### config.mk
export PLATFORM = sky130hd
export DESIGN_NAME = esfj_delay
export DESIGN_NICKNAME = d
export VERILOG_FILES = /design/src/hw/rtl/esfj_delay.sv
export SDC_FILE = /design/constraint.sdc
export NUM_CORES = 1
export LEC_CHECK = 0
export ABC_AREA = 0
export BUFFER_PORTS_ARGS = -buffer_cell sky130_fd_sc_hd__buf_2
export CAP_MARGIN = 20
export CORE_AREA = 2 2 82 53
export CTS_CLUSTER_DIAMETER = 80
export DETAILED_ROUTE_END_ITERATION = 8
export DIE_AREA = 0 0 84 55
export GPL_TIMING_DRIVEN = 0
export MAX_ROUTING_LAYER = met4
export SLEW_MARGIN = 30
export SYNTH_ARGS = -nofsm -noshare
export SYNTH_HDL_FRONTEND = slang
export SYNTH_SLANG_ARGS = --single-unit
### constraint.sdc
create_clock -name clk -period 3.6 [get_ports clk]
set_input_delay 0.18 -clock clk [delete_from_list [all_inputs] [get_ports clk]]
set_output_delay 0.18 -clock clk [all_outputs]
set_load 0.01 [all_outputs]
### src/hw/rtl/esfj_delay.sv
// ----------------------------------------------------------------------------
// esfj_delay
// Stallable delay line that carries sideband data next to a datapath unit.
// ----------------------------------------------------------------------------
module esfj_delay #(
  parameter int W     = 8,
  parameter int DEPTH = 4
) (
  input  logic         clk,
  input  logic         rst,
  input  logic         en,
  input  logic [W-1:0] din,
  output logic [W-1:0] dout
);

  logic [W-1:0] taps [DEPTH];

  // shift on every advancing cycle
  always_ff @(posedge clk) begin
    if (rst) begin
      for (int i = 0; i < DEPTH; i++) taps[i] <= '0;
    end else if (en) begin
      taps[0] <= din;
      for (int i = 1; i < DEPTH; i++) taps[i] <= taps[i-1];
    end
  end

  assign dout = taps[DEPTH-1];

endmodule

==> key figures <==
Status
  • Status: complete, no violations

Placed design
  • GPL Wtd Cong: 0.688
  • Final HPWL DP: 1260 µm
  • Port bufs: 18
  • Placed cell areas: 1460 µm²
  • Cell count after placement: 139

Pwr
  • Net Switching: 150 µW
  • Int Power: 592 µW
  • Comb power frac: 0.060
  • Sw frac: 0.202
  • Power share of the sequential group: 0.596
  • Clk pwr share: 0.344
  • Pwr/cell area: slightly below 500 nW/µm²
  • Leakage power total: ~0.0007 µW
  • Peak supply drop: 174 µV

Die
  • Core box area: between 3000 and 4000 µm²
  • Die area: 4620 µm²
  • Die X: ~84 µm
  • Die Ht: ~55 µm
  • Initial core utilization: 0.334
  • IO Pins: 19
  • # rows: 18

GRT
  • Largest net degree at the start of global routing: 33
  • Initial antenna violation count: 0
  • Global Route Usage Sum: 0.104
  • First-pass GRT wire length: 3280 µm
  • GR Overflow Total: 0
  • Vias in the first global route: 683

Timing
  • Post-route minimum period: 1.22 ns
  • RSZ-0062 raised after global routing: false
  • Endpoints failing setup: 0
  • Final hold violation count: 0
  • Worst hold margin: about 0.21 ns
  • Final setup TNS: 0 ns
  • Slew Viols, Final: 0
  • Slew Limit Headroom: 0.513
  • Max Freq: roughly 800 MHz
  • Worst slew pin tran: 0.731 ns
  • Worst clock skew: approximately 0.0024 ns
  • Fin crit share: 0.339

Detailed routing
  • DRC violations left: 0
  • Wl on met1: ~900 µm
  • DRT iter0 DRCs: 34
  • Via count: about 650
  • Drt first pass iters: 4
  • Number of nets with antenna violations after routing: 0
  • Avg Vias per Cell: approximately 4.4
  • Met3 WL: between 100 and 150 µm
  • Top routing layer used: met4
  • WL per Instance: between 10 and 15 µm
  • Metal2 WL: 846 µm
  • DRT Wirelength: 1930 µm

Clocking
  • Hold bufs inserted after CTS: 0
  • CTS clk-pin slew, worst paths: around 0.060 ns
  • CTS tree: done
  • Clock Sinks: 32
  • Number of gates resized after CTS: 0
  • Clock insertion delay at the later pin of the skew report: ~0.28 ns
  • Post-CTS setup buffer count: 0
  • Clock Root Buffer: clkbuf_8
  • H-tree Lvls: 2
  • Clk buf depth: 2
  • CTS Buf Count: 5

Cells and area
  • Commonest non-fill, non-tap cell in the layout: edfxtp_1
  • Nets: 107
  • Largest register FFs: 32
  • Share of post-route cells with drive strength above 1: 0.515
  • Design area: 1540 µm²
  • Fin cells: 147
  • Largest reg by FF count: taps
  • Area of the multi-input gates: 312 µm²
  • Regs by FF count: taps (32)
  • Syn-to-layout area delta: 17.9%
  • Sequential cell area: between 900 and 1000 µm²
  • Diode count: 0
  • Final Util: 0.394
  • Total of fill cells in the finished design: 378
  • Most frequent cells in the layout: 32 x edfxtp_1, 24 x buf_2, 20 x and3b_2, 12 x and3b_1, 5 x clkbuf_8

Logic synthesis
  • Synthesis Warnings: 0
  • Register bit total from synthesis: 32
  • Mapped Area: between 1000 and 1500 µm²
  • Post-synthesis net count: 82
  • Cells after synthesis: between 70 and 80
  • Yosys cell types: 5
  • Sequential-to-total area share from yosys stat: 0.738
  • Syn avg cell area: 18.3 µm²

Flow run
  • Max-Cap Viols: 0

Min path
  • HP Class: input pin to flop

Setup path
  • Worst EP required: 3.51 ns
  • Worst setup EP type: flop
  • Setup crit start kind: input pin
  • Worst EP arrival: 1.13 ns
  • CP Max Fanout: 32
  • Crit Path Category: input pin to flop
## cells in the mapped netlist
library cell | count | share of area
and3b_2 | 20 | 0.15
buf_2 | 6 | 0.023
edfxtp_1 | 32 | 0.74
and3b_1 | 12 | 0.081
or2_1 | 1 | 0.0048
## power groups by stage
| stage | registers (µW) | clock network, µW | logic [µW] |
|---|---|---|---|
| floorplan | 452 | 0 | 24.1 |
| global placement | 449 | 0 | 44.2 |
| detailed placement | 450 | 0 | 45.6 |
| CTS | 442 | 265 | 45.7 |
| global route | 444 | 280 | 50.2 |
| finish | 442 | 255 | 44.6 |
## final cells by class
cell class              count  area share
clock inverters             1     0.00244
well taps                  50      0.0407
clock buffers               7      0.0497
multi-input cells          33       0.203
flip-flops and latches     32       0.626
repair buffers             18      0.0587
plain buffers               6      0.0196
## routing by layer
layer  vias up  GRT usage
met4         0     0.0645
met1       303      0.111
li1        322          -
met3         7     0.0490
met5         -          -
met2        20      0.161
## cells by family (layout without fill, tap and decap cells)
family / after synthesis / in the layout / share of synthesized area
AND/OR/NAND/NOR: 33 / 33 / 0.239
buffers and inverters: 6 / 32 / 0.0231
flip-flops: 32 / 32 / 0.738
## critical path, cell delays in order
cell	delay, ns
buf_2	0.12
buf_2	0.20
or2_2	0.62
## stage by stage
stage / total power (µW) / setup slack, ns
floorplan: 476 / 2.14
finish: 742 / 2.38
detailed placement: 496 / 2.04
CTS: 753 / 2.34
global placement: 493 / 1.67
global route: 775 / 2.24
## worst paths after layout
path / startpoint / to / slack [ns] / cells after the start
setup / recovery: rst / taps[0][3] / 2.38 / 3
hold / removal: din[7] / taps[0][7] / 0.21 / 2
setup reg to reg: taps[1][3] / taps[2][3] / 2.78 / 1
hold reg to reg: taps[1][0] / taps[2][0] / 0.55 / 1
Power figures use the tool's default switching activity.
